`config.mk`:
```
export PLATFORM = sky130hd
export DESIGN_NAME = lpsi_ctrl
export DESIGN_NICKNAME = d
export VERILOG_FILES = /design/src/rtl/lpsi_pkg.sv /design/src/rtl/lpsi_ctrl.sv
export SDC_FILE = /design/constraint.sdc
export NUM_CORES = 1
export LEC_CHECK = 0
export BUFFER_PORTS_ARGS = -buffer_cell sky130_fd_sc_hd__buf_4
export CAP_MARGIN = 20
export CORE_MARGIN = 4
export CORE_UTILIZATION = 47
export CTS_CLUSTER_SIZE = 12
export DETAILED_ROUTE_END_ITERATION = 8
export GPL_TIMING_DRIVEN = 1
export PLACE_DENSITY = 0.78
export SLEW_MARGIN = 20
export SYNTH_ARGS = -nofsm -noshare
export SYNTH_HDL_FRONTEND = slang
export SYNTH_SLANG_ARGS = --single-unit
```
`constraint.sdc`:
```
create_clock -name aclk -period 1.85 [get_ports aclk]
set_input_delay 0.0925 -clock aclk [delete_from_list [all_inputs] [get_ports aclk]]
set_output_delay 0.0925 -clock aclk [all_outputs]
set_load 0.01 [all_outputs]
```
`src/rtl/lpsi_pkg.sv`:
```
// shared constants, command and status types for the symbol index
`timescale 1ns / 1ps
`default_nettype none
package lpsi_pkg;

    localparam int SLOT_COUNT_DEF   = 8192;
    localparam int CODE_COUNT_DEF   = 4096;
    localparam int MAX_SYMBOL_BYTES = 16;
    localparam int CODE_W           = 12;
    localparam int LEN_W            = 5;

    // request codes
    localparam logic [1:0] REQ_CLEAR  = 2'd0;
    localparam logic [1:0] REQ_INSERT = 2'd1;
    localparam logic [1:0] REQ_FIND   = 2'd2;

    // hash constants
    localparam logic [63:0] HASH_SEED  = 64'h9E3779B97F4A7C15;
    localparam logic [63:0] HASH_LEN_K = 64'hff51afd7ed558ccd;
    localparam logic [63:0] HASH_PRIME = 64'h00000100000001b3;
    localparam logic [63:0] HASH_MIX_K = 64'hbf58476d1ce4e5b9;

    // multiplier operand selection for the final hash multiply
    localparam logic [1:0] MUL_LL = 2'd0;
    localparam logic [1:0] MUL_HL = 2'd1;
    localparam logic [1:0] MUL_LH = 2'd2;

    typedef struct packed {
        logic       load_in;
        logic       dec;
        logic       clr_step;
        logic       len_dec;
        logic       hash_init;
        logic       hash_lo;
        logic       hash_hi;
        logic       hash_mix;
        logic       mul_en;
        logic [1:0] mul_sel;
        logic       hash_fin;
        logic       slot_rd;
        logic       sym_rd;
        logic       probe_next;
        logic       ins_write;
        logic       set_match;
        logic       out_load;
    } cmd_t;

    typedef struct packed {
        logic [1:0] req;
        logic       ins_ok;
        logic       len_lt2;
        logic       len_present;
        logic       len_gt8;
        logic       slot_empty;
        logic       sym_hit;
        logic       probe_last;
        logic       clr_last;
        logic       out_busy;
    } stat_t;

    // keep the lowest n bytes of a word, zero the rest
    function automatic logic [63:0] keep_bytes(input logic [63:0] w, input logic [LEN_W-1:0] n);
        logic [63:0] r;
        r = '0;
        for (int i = 0; i < 8; i++) begin
            if (LEN_W'(i) < n) begin
                r[8*i +: 8] = w[8*i +: 8];
            end
        end
        return r;
    endfunction

endpackage
`default_nettype wire

```
`src/rtl/lpsi_ctrl.sv`:
```
// controller state machine sequencing clear, hash, probe and result steps
`timescale 1ns / 1ps
`default_nettype none
module lpsi_ctrl
    import lpsi_pkg::*;
(
    input  wire logic  aclk,
    input  wire logic  aresetn,
    input  wire logic  s_valid,
    output logic       s_ready,
    input  wire stat_t stat,
    output cmd_t       cmd
);

    localparam logic [4:0] ST_BOOT  = 5'd0;
    localparam logic [4:0] ST_IDLE  = 5'd1;
    localparam logic [4:0] ST_DEC   = 5'd2;
    localparam logic [4:0] ST_CLR   = 5'd3;
    localparam logic [4:0] ST_LCHK  = 5'd4;
    localparam logic [4:0] ST_HINIT = 5'd5;
    localparam logic [4:0] ST_HLO   = 5'd6;
    localparam logic [4:0] ST_HHI   = 5'd7;
    localparam logic [4:0] ST_HMIX  = 5'd8;
    localparam logic [4:0] ST_MUL0  = 5'd9;
    localparam logic [4:0] ST_MUL1  = 5'd10;
    localparam logic [4:0] ST_MUL2  = 5'd11;
    localparam logic [4:0] ST_HFIN  = 5'd12;
    localparam logic [4:0] ST_PRD   = 5'd13;
    localparam logic [4:0] ST_PSW   = 5'd14;
    localparam logic [4:0] ST_PSY   = 5'd15;
    localparam logic [4:0] ST_WRITE = 5'd16;
    localparam logic [4:0] ST_DONE  = 5'd17;

    logic [4:0] state_reg, state_next;
    logic       is_find;

    assign is_find = (stat.req == REQ_FIND);
    assign s_ready = (state_reg == ST_IDLE);

    // state register
    always_ff @(posedge aclk) begin
        if (!aresetn) begin
            state_reg <= ST_BOOT;
        end else begin
            state_reg <= state_next;
        end
    end

    // next state and commands
    always_comb begin
        state_next = state_reg;
        cmd        = '0;
        unique case (state_reg)
            ST_BOOT: begin
                cmd.clr_step = 1'b1;
                if (stat.clr_last) state_next = ST_IDLE;
            end
            ST_IDLE: begin
                if (s_valid) begin
                    cmd.load_in = 1'b1;
                    state_next  = ST_DEC;
                end
            end
            ST_DEC: begin
                cmd.dec = 1'b1;
                priority if (stat.req == REQ_CLEAR) state_next = ST_CLR;
                else if (stat.req == REQ_INSERT) state_next = stat.ins_ok ? ST_HINIT : ST_DONE;
                else if (stat.req == REQ_FIND) state_next = ST_LCHK;
                else state_next = ST_DONE;
            end
            ST_CLR: begin
                cmd.clr_step = 1'b1;
                if (stat.clr_last) state_next = ST_DONE;
            end
            ST_LCHK: begin
                priority if (stat.len_lt2) state_next = ST_DONE;
                else if (!stat.len_present) cmd.len_dec = 1'b1;
                else state_next = ST_HINIT;
            end
            ST_HINIT: begin
                cmd.hash_init = 1'b1;
                state_next    = ST_HLO;
            end
            ST_HLO: begin
                cmd.hash_lo = 1'b1;
                state_next  = ST_HHI;
            end
            ST_HHI: begin
                cmd.hash_hi = stat.len_gt8;
                state_next  = ST_HMIX;
            end
            ST_HMIX: begin
                cmd.hash_mix = 1'b1;
                state_next   = ST_MUL0;
            end
            ST_MUL0: begin
                cmd.mul_en  = 1'b1;
                cmd.mul_sel = MUL_LL;
                state_next  = ST_MUL1;
            end
            ST_MUL1: begin
                cmd.mul_en  = 1'b1;
                cmd.mul_sel = MUL_HL;
                state_next  = ST_MUL2;
            end
            ST_MUL2: begin
                cmd.mul_en  = 1'b1;
                cmd.mul_sel = MUL_LH;
                state_next  = ST_HFIN;
            end
            ST_HFIN: begin
                cmd.hash_fin = 1'b1;
                state_next   = ST_PRD;
            end
            ST_PRD: begin
                cmd.slot_rd = 1'b1;
                state_next  = ST_PSW;
            end
            ST_PSW: begin
                if (stat.slot_empty) begin
                    if (is_find) begin
                        cmd.len_dec = 1'b1;
                        state_next  = ST_LCHK;
                    end else begin
                        state_next = ST_WRITE;
                    end
                end else begin
                    cmd.sym_rd = 1'b1;
                    state_next = ST_PSY;
                end
            end
            ST_PSY: begin
                if (stat.sym_hit) begin
                    cmd.set_match = is_find;
                    state_next    = ST_DONE;
                end else begin
                    cmd.probe_next = 1'b1;
                    priority if (!stat.probe_last) state_next = ST_PRD;
                    else if (is_find) begin
                        cmd.len_dec = 1'b1;
                        state_next  = ST_LCHK;
                    end else state_next = ST_DONE;
                end
            end
            ST_WRITE: begin
                cmd.ins_write = 1'b1;
                state_next    = ST_DONE;
            end
            ST_DONE: begin
                if (!stat.out_busy) begin
                    cmd.out_load = 1'b1;
                    state_next   = ST_IDLE;
                end
            end
            default: state_next = ST_BOOT;
        endcase
    end

endmodule
`default_nettype wire

```
* After elaboration in Yosys (flattened, before gate mapping)
Index checks and enable logic that the tools add are counted.
Cells by class: equality and inequality tests 24, multiplexer cells 42, reductions and logical operators 4
Operators with widths (number):
- $pmux W5 S18 | 1
- $mux W5 | 14
- $eq A5 B4 Y1 const B | 8
- $mux W1 | 25
- $eq A5 B3 Y1 const B | 4
- $eq A5 B2 Y1 const B | 2
- $eq A5 B5 Y1 const B | 2
- $pmux W3 S3 | 1
- $ne A2 B2 Y1 const B | 4
- $eq A5 B1 Y1 const B | 1
- $logic_not A5 Y1 | 1
- $reduce_and A5 Y1 | 1
- $ne A3 B3 Y1 const B | 1
- $pmux W1 S3 | 1
- $eq A2 B1 Y1 const B | 1
- $eq A2 B2 Y1 const B | 1
- $logic_not A2 Y1 | 1
- $reduce_or A2 Y1 | 1
Storage, ports and cells: register bits 5

* Depth between registers and ports, before layout
Gate-level depths: netlist of the first run.
word-level depth 5, mapped depth 7

* Worst setup path after synthesis of the first run
Ideal clock, no wire load.
path type reg-to-output, from register state_reg[2], to output cmd[14] (netlist bit), arrival 1.388 ns, data required time 1.757 ns, setup slack 0.370 ns, stages on the path, launching flop included 6, path through dfxtp_1 nand2_4 or3_4 nor2_2 a21oi_1 o21bai_1
RTL lines:
- start, declared | RTL line lpsi_ctrl.sv:34 | logic [4:0] state_reg, state_next;
- start signal, assigned | RTL line lpsi_ctrl.sv:45 | state_reg <= state_next;
- end, declared | RTL line lpsi_ctrl.sv:12 | output cmd_t cmd

==> results of run 1 <==
==> power by group through the flow <==
stage,registers (mW),clock network (mW),logic [mW]
floorplan,0.147,0,0.376
global placement,0.180,0,0.500
detailed placement,0.181,0,0.508
CTS,0.188,0.134,0.526
global route,0.199,0.138,0.578
finish,0.194,0.130,0.530
==> cell usage after synthesis (2+ instances only) <==
| cell | count | area, sq um |
|---|---|---|
| nor3_1 | 8 | 40.0 |
| and2_1 | 2 | 12.5 |
| a21o_1 | 2 | 15.0 |
| buf_6 | 2 | 22.5 |
| clkbuf_1 | 2 | 7.51 |
| nand2_1 | 9 | 33.8 |
| o22ai_1 | 2 | 12.5 |
| a21oi_1 | 4 | 20.0 |
| buf_2 | 3 | 15.0 |
| nand2b_1 | 2 | 12.5 |
| o21ai_1 | 3 | 15.0 |
| nor2_1 | 13 | 48.8 |
| or3_1 | 2 | 12.5 |
| dfxtp_1 | 5 | 100 |
| nor3_2 | 2 | 20.0 |
| nor2b_1 | 3 | 18.8 |
| nor4_1 | 3 | 18.8 |
| o21ai_0 | 8 | 40.0 |
| inv_1 | 3 | 11.3 |
| and3_1 | 2 | 12.5 |
| nor4_4 | 2 | 42.5 |
| nand3_1 | 2 | 10.0 |
==> what timing repair did <==
action | in CTS | in global routing
hold endpoints to repair | 0 | 0
hold buffers | 0 | 0
resized for setup | 6 | 5
pin swaps | 1 | 1
setup buffers | 1 | 0
setup endpoints to repair | 1 | 1
==> routing by layer <==
layer	vias up	share of wire, %
met5	-	0
met4	0	1.2
met3	4	8.3
met2	54	50
met1	448	40
li1	486	-
==> critical path: cells and delay by family (launching register included) <==
family          cells  cell delay (ps)
buf+inv             1              140
flops               1              380
compound gates      2              210
simple gates        3              660
==> through the flow <==
step / power [mW] / setup WS, ps / cells / hold slack (ps) / utilization, %
final: 0.854 / 115 / 164 / 94.8 / 72.5
after global routing: 0.915 / 8.18 / 164 / 103 / 72.5
after CTS: 0.849 / 3.92 / 164 / 87.4 / 71.8
after detailed placement: 0.689 / 139 / 159 / 346 / 68.4
after global placement: 0.680 / 197 / 159 / 346 / 68.4
after floorplan: 0.523 / 370 / 112 / 202 / -
==> cell families (layout without fill, tap and decap cells) <==
family                    count (synthesis)  after routing  share of synthesized area [%]
AOI/OAI and AO/OA                        29             29                           25.6
DFF                                       5              5                           12.4
xor gates and xnor gates                  1              1                           1.09
buffers and inverters                    12             48                           8.38
muxes                                     1              1                           1.24
and+or+nand+nor                          64             64                           51.2
==> cell type report <==
type / instances / area, sq um
clock buffers: 4 / 26.3
well taps: 16 / 20.0
flip-flops and latches: 5 / 114
fillers: 122 / 429
repair buffers: 40 / 304
multi-input cells: 95 / 651
inverters: 4 / 15.0
==> worst max path at each step <==
stage,to,startpoint,slack [ps]
3_3_place_gp,state_reg[4],state_reg[4],200
4_1_cts,cmd[14],state_reg[1],4
5_1_grt,cmd[14],state_reg[4],8
6_report,cmd[14],state_reg[4],120
3_5_place_dp,state_reg[4],state_reg[4],140
2_1_floorplan,cmd[14],state_reg[2],370
==> results.md, run 1 <==
* Status: finished clean
* Endpoints failing hold at 0
* Critical path startpoint category: flip-flop
* Asr flop ratio synth at 0%
* Via count at 992
* Internal Pwr Total at ~0.47 mW
* Final wirelength at about 2.4 mm
* Net Sw Power at 0.382 mW
* Fmax at 576 MHz
* Clock transition at path regs at 40 ps
* Mapped Area at 806 sq um
* Number of max-cap violations at 0
* Number of buffers created by CTS at 3
* Ys Warns at 0
* GR Layer Usage met2 at 34.8%
* Switch share at 44.7%
* Root Driver: clkbuf_4
* Commonest non-fill, non-tap cell in the layout: buf_4
* Min Tclk post-route at 1730 ps
* Antenna diode count at 0
* Kind of critical path: flip-flop to primary output
* GRT busiest layer: met2
* Synth Instances at 112
* Worst hold start: aresetn
* Mean Syn Cell Area at a little over 7 sq um
* Met1 usage at between 20% and 30%
* R2r startpoint: state_reg[2]
* Clock Latency Late Sink at 250 ps
* CTS tree: done
* Largest net degree at the start of global routing at 15
* Flop-to-flop setup slack at 240 ps
* Tightest Hold Check Type: input pin to flip-flop
* Clock sink count at 5
* Initial Utilization at around 52%
* Worst Skew at 0.846 ps
* Hold Path Depth at 2
* Buffers on Ports at 32
* Per-cell routed wire length at 14.7 microns
* Post-route ant nets at 0
* DIE AREA at approximately 0.0024 sq mm
* Met3 Use GR at under 10%
* Critical path peak fanout at 12
* Max reg flops at 5
* CP max stage delay at around 380 ps
* Yosys cell types at 50
* 1st-pass router iterations at 4
* Vias/cell at 6.05
* Die span in x at 49.4 microns
* Chip Height at 49.4 microns
* Worst Max-Slew Pin Slew at 362 ps
* Worst path cell trace: nand2b_4 -> or3_4 -> nor2_2 -> a21oi_1 -> o21bai_1 -> buf_4
* Layout cell share with drive strength beyond 1 at 44.6%
* IO Pins at 33
* Reg power frac at 22.7%
* Nets@finish at 163
* Seq/Total Area, Yosys at 12.4%
* Pleak at 0.495 nW
* Initial antenna violation count at 0
* Unrepaired setup endpoints after global routing: false
* VDD IR max at approximately 0.00048 V
* Residual DRC at 0
* First-pass GRT wire length at 3.95 mm
* Final instance area at around 0.0011 sq mm
* Row count at 14
* Detailed Route Iter0 Violations at 43
* Crit end category: primary output
* End point of the worst hold path: state_reg[2]
* Grt total ovfl at 0
* Area delta synth->final at 40.2%
* H-tree depth at 1
* Critical Path RT at around 1800 ps
* Pwr dens at 756 mW/mm^2
* Slowest CP cell: dfxtp_4
* Post-synth EDFFs at 0
* Most frequent cells in the layout: buf_4, nor2_1, nand2_1
* Headroom to the max-slew limit at 75.7%
* Setup TNS at 0 ps
* Reg2Reg Depth at 6
* Final GP Congestion at 0.882
* Final setup violation count at 0
* Reg2Reg Capture Point: state_reg[0]
* Syn_nets at 126
* Combinational Power Share at between 60 and 70%
* Vias in the first global route at 911
* Placed cell areas at 0.00107 sq mm
* Core ar. at 0.00156 sq mm
* Dominant synthesized flop cell: dfxtp_1
* Critical path data arrival time at 1640 ps
* HPWL after detailed placement at a little under 2 mm
* Synthesized flop and latch total at 5
* GRT Util Overall at 20.3%
* Clock power frac at 15.3%
* Clk buf depth at 2
* Final slew viol count at 0
* Fin crit share at a little over nine tenths
(Power assumes the default switching activity.)
==> inputs of run 2 (changes only) <==
ABC_AREA = 1   (was not set)
CORE_UTILIZATION = 45   (was 47)
==> results.md, run 2 <==
* First-pass GRT wire length at 3.62 mm
* Root Driver: clkbuf_4
* Max reg flops at 5
* Xor/xnor cell area share of the yosys netlist at 0%
* Vias/cell at 5.09
* Endpoints failing hold at 0
* Row count at 13
* Synth cell count leaders: nand2_1, inv_1, nor2_1
* Headroom to the max-slew limit at 69.5%
* IO Pins at 33
* Clk buf depth at 2
* Status: finished clean
* Place WS at roughly 440 ps
* Via count at 951
* Die span in x at roughly 47 microns
* Critical path peak fanout at 6
* Mapped Area at 688 sq um
* Final WS setup at 217 ps
* Tightest Hold Check Type: input pin to flip-flop
* Dominant synthesized flop cell: dfxtp_1
* Number of max-cap violations at 0
* Clock transition at path regs at 50 ps
* Vias in the first global route at about 860
* Final setup violation count at 0
* Clock Latency Late Sink at around 250 ps
* Crit end category: primary output
* Placed insts at 183
* Setup repair bufs after CTS at 0
* GRT Util Overall at 23.5%
* Final GP Congestion at 0.911
* Per-cell routed wire length at 11.3 microns
* Buffers on Ports at 32
* Worst Max-Slew Pin Slew at 455 ps
* Yosys top cell by area: nand2_1
* Yosys cell types at 20
* Fin crit share at roughly nine tenths
* HPWL after detailed placement at between 1.5 and 2 mm
* Post-Layout Cell Count at 187
* Nets@finish at 187
* Min Tclk post-route at approximately 1600 ps
* CP max stage delay at about 440 ps
* Pleak at 0.587 nW
* Mean Syn Cell Area at 5.06 sq um
* Largest cells by area after synthesis: nand2_1, dfxtp_1, inv_1
* Syn_nets at 150
* Pwr dens at 742 mW/mm^2
* Critical path data arrival time at around 1500 ps
* Post-synth EDFFs at 0
* Layout cell share with drive strength beyond 1 at about 28%
* Worst Skew at 7.82 ps
* Final wirelength at 2.11 mm
* Final slew viol count at 0
* Worst path cell trace: nand3_2 -> nor2_1 -> inv_1 -> o211ai_1 -> buf_4
* Synthesized flop and latch total at 5
* Post-synthesis mux area share at 0%
* Compound-gate portion of the synthesized area at 11.1%
* Unrepaired setup endpoints after global routing: false
* Synth Area in Simple Gates at 59.6%
* Setup TNS at 0 ps
* Fmax at 612 MHz
* Synth Instances at 136
* Initial antenna violation count at 0
* Count leader, synth: nand2_1
* Grt total ovfl at 0
* 1st-pass router iterations at 4
* Initial Utilization at between 50% and 60%
* Seq/Total Area, Yosys at 14.5%
* Critical Path RT at 1760 ps
* Core ar. at 0.00137 sq mm
* Detailed Route Iter0 Violations at 26
* Largest family of logic cells by synthesized area: simple AND/OR/NAND/NOR gates
* Most frequent cells in the layout: nand2_1, buf_4, inv_1
* Adder-cell share of the synthesized area at 0%
* Critical path startpoint category: flip-flop
* Asr flop ratio synth at 0%
* Cts hold-fix bufs at 0
* Slowest CP cell: dfxtp_1
* Kind of critical path: flip-flop to primary output
* Ys Warns at 0
* H-tree depth at 1
* CTS tree: done
* Chip Height at 47.1 microns
* Yosys top cell area share at 21.3%
* Commonest non-fill, non-tap cell in the layout: nand2_1
* Antenna diode count at 0
* Area delta synth->final at 41.5%
* VDD IR max at 0.000420 V
* Post-cts resize count at 0
* DIE AREA at ~0.0022 sq mm
* Clock sink count at 5
* Number of buffers created by CTS at 3
* Post-route ant nets at 0
* Largest net degree at the start of global routing at 7
* Residual DRC at 0
-- run 2: changes by cell type in the layout (fill, tap and decap cells not counted), sizes merged, moves of 3 or more --
cell and delta:
nor2b -3, and3 -3, nand2b -3, buf -8, nand2 +31, nor4 -6, inv +23, o21ai -5
nor2 +16, or3 -3, nand3 +10, nor3 -5
-- run 2: path summary, 6_finish.rpt --
path / startpoint / to / slack (ps) / cells past startpoint
min reg2reg: state_reg[0] / state_reg[0] / 510 / 2
min: aresetn / state_reg[1] / 120 / 3
max reg2reg: state_reg[4] / state_reg[2] / 430 / 7
max: state_reg[2] / cmd[14] / 220 / 5
-- run 2: layer usage --
| layer | vias up | share of wire (%) | global-route usage, % |
|---|---|---|---|
| met4 | 0 | 1.7 | 8.29 |
| li1 | 496 | - | - |
| met5 | - | 0 | 0 |
| met1 | 402 | 41 | 30.5 |
| met2 | 49 | 48 | 36.9 |
| met3 | 4 | 9.0 | 6.90 |
-- run 2: final cells by class --
cell class,instances,area (sq um)
Timing Repair Buffer,32,240
Fill cell,136,393
Clock buffer,4,26.3
Sequential cell,5,100
Tap cell,15,18.8
Inverter,27,101
Multi-Input combinational cell,104,487
-- run 2: kinds of logic (layout without fill, tap and decap cells) --
family | count (synthesis) | count (layout)
buffers and inverters | 27 | 63
flip-flops | 5 | 5
AO/OA/AOI/OAI | 14 | 14
AND/OR/NAND/NOR | 90 | 90
-- run 2: critical path: cells and delay by family, from the launching register on --
family / cells / cell delay (ps)
AOI/OAI and AO/OA: 1 / 180
DFF: 1 / 440
buffers and inverters: 2 / 280
and+or+nand+nor: 2 / 390
-- run 2: power breakdown --
group	internal, mW	total [mW]	leakage [nW]	switching (mW)
logic	0.168	0.441	0.532	0.273
registers	0.128	0.153	0.0407	0.0254
clock network	0.0817	0.128	0.0150	0.0464
-- run 2: per-stage QoR --
step | power (mW) | hold WS, ps | util (%) | instance area [sq um]
after CTS | 0.727 | 120 | 71.2 | 973
final | 0.722 | 121 | 71.2 | 973
after detailed placement | 0.595 | 381 | 69.3 | 947
after global routing | 0.810 | 158 | 71.2 | 973
after floorplan | 0.447 | 210 | - | 688
after global placement | 0.586 | 374 | 69.3 | 947
==> inputs of run 3 (changes only) <==
BUFFER_PORTS_ARGS = -buffer_cell sky130_fd_sc_hd__buf_2   (was -buffer_cell sky130_fd_sc_hd__buf_4)
==> results.md, run 3 (synthesized netlist as in run 2, its figures left out) <==
* Status: finished clean
* CP max stage delay at 460 ps
* Root Driver: clkbuf_4
* Vias/cell at slightly above 5
* Post-Layout Cell Count at about 190
* Crit end category: primary output
* CTS tree: done
* Clock sink count at 5
* Reg2Reg Depth at 8
* Critical path peak fanout at 6
* Detailed Route Iter0 Violations at 19
* Most frequent cells in the layout: nand2_1, buf_2, inv_1
* Critical path data arrival time at 1550 ps
* Residual DRC at 0
* Number of buffers created by CTS at 3
* Kind of critical path: flip-flop to primary output
* Commonest non-fill, non-tap cell in the layout: nand2_1
* Post-route ant nets at 0
* Fmax at 607 MHz
* VDD IR max at 0.000508 V
* Grt total ovfl at 0
* Area delta synth->final at 30.2%
* Nets@finish at 187
* Die span in x at 47.1 microns
* DIE AREA at 0.00222 sq mm
* Final WS setup at 204 ps
* Final GP Congestion at 0.950
* Tightest Hold Check Type: input pin to flip-flop
* Hold Path Depth at 3
* Setup TNS at 0 ps
* Endpoints failing hold at 0
* 1st-pass router iterations at 4
* Antenna diode count at 0
* Final wirelength at 2.10 mm
* Setup repair bufs after CTS at 0
* Final slew viol count at 0
* Clk buf depth at 2
* Row count at 13
* Fin crit share at 89.0%
* Critical Path RT at about 1800 ps
* First-pass GRT wire length at approximately 3.4 mm
* Layout filler cell count at 144
* Critical path startpoint category: flip-flop
* Headroom to the max-slew limit at 69.9%
* Unrepaired setup endpoints after global routing: false
* GRT Util Overall at 21.4%
* Final setup violation count at 0
* Place WS at 427 ps
* Initial antenna violation count at 0
* Chip Height at 47.1 microns
* Slowest CP cell: dfxtp_1
* H-tree depth at 1
* Layout cell share with drive strength beyond 1 at between 20% and 30%
* Worst path cell trace: nand3_2 -> nor2_2 -> inv_1 -> o211ai_1 -> buf_2
* Number of max-cap violations at 0
* HPWL after detailed placement at 1.83 mm
* Worst Max-Slew Pin Slew at 449 ps
* Total power at 0.701 mW
* Pwr dens at 782 mW/mm^2
* Max reg flops at 5
* Placed insts at 183
* Hold slack at 116 ps
* IO Pins at 33
* Clock transition at path regs at roughly 50 ps
* Vias in the first global route at 844
* Min Tclk post-route at 1650 ps
* Per-cell routed wire length at 11.2 microns
* Pleak at 0.576 nW
* Clock Latency Late Sink at 250 ps
* Core ar. at 0.00137 sq mm
* Largest net degree at the start of global routing at 7
* Worst Skew at 11.1 ps
* Buffers on Ports at 32
* Initial Utilization at 50.4%
* Via count at 948
run 3: stage by stage:
stage / instance area [sq um] / utilization [%]
final: 896 / 65.6
after global routing: 896 / 65.6
after CTS: 893 / 65.4
after detailed placement: 867 / 63.5
after global placement: 867 / 63.5
after floorplan: 688 / -
run 3: layout make-up:
type | instances | area (sq um) | share of cell area (%)
repair buffers | 32 | 160 | 17.9
multi-input cells | 104 | 489 | 54.6
well taps | 15 | 18.8 | 2.09
flip-flops and latches | 5 | 100 | 11.2
clock buffers | 4 | 26.3 | 2.93
inverters | 27 | 101 | 11.3
run 3: what timing repair did:
item / CTS / global route
endpoints found under the hold margin: 0 / 0
hold buffers: 0 / 0
setup endpoints to repair: 0 / 1
gates resized for setup: 0 / 1
run 3: per-layer routing:
layer  vias up  GRT usage (%)  part of all wire, %
met5         -              0                    0
met4         0           8.84                  2.9
met3         6           3.45                  6.2
met2        31           35.5                   48
met1       416           27.2                   42
li1        495              -                    -
run 3: critical path, delay by kind of cell, from the launching register on:
family,cells,cell delay [ps]
buf+inv,2,290
compound gates,1,180
flops,1,460
simple gates,2,360
run 3: worst paths after layout:
kind                                   start      endpoint  slack (ps)
worst max-delay path            state_reg[2]       cmd[14]         200
worst min-delay path                 aresetn  state_reg[2]         120
worst min register to register  state_reg[0]  state_reg[0]         500
worst max register to register  state_reg[1]  state_reg[1]         400
run 3: power breakdown:
group,internal [mW],switching [mW]
Combinational,0.140,0.277
Clock,0.0818,0.0493
Sequential,0.128,0.0253
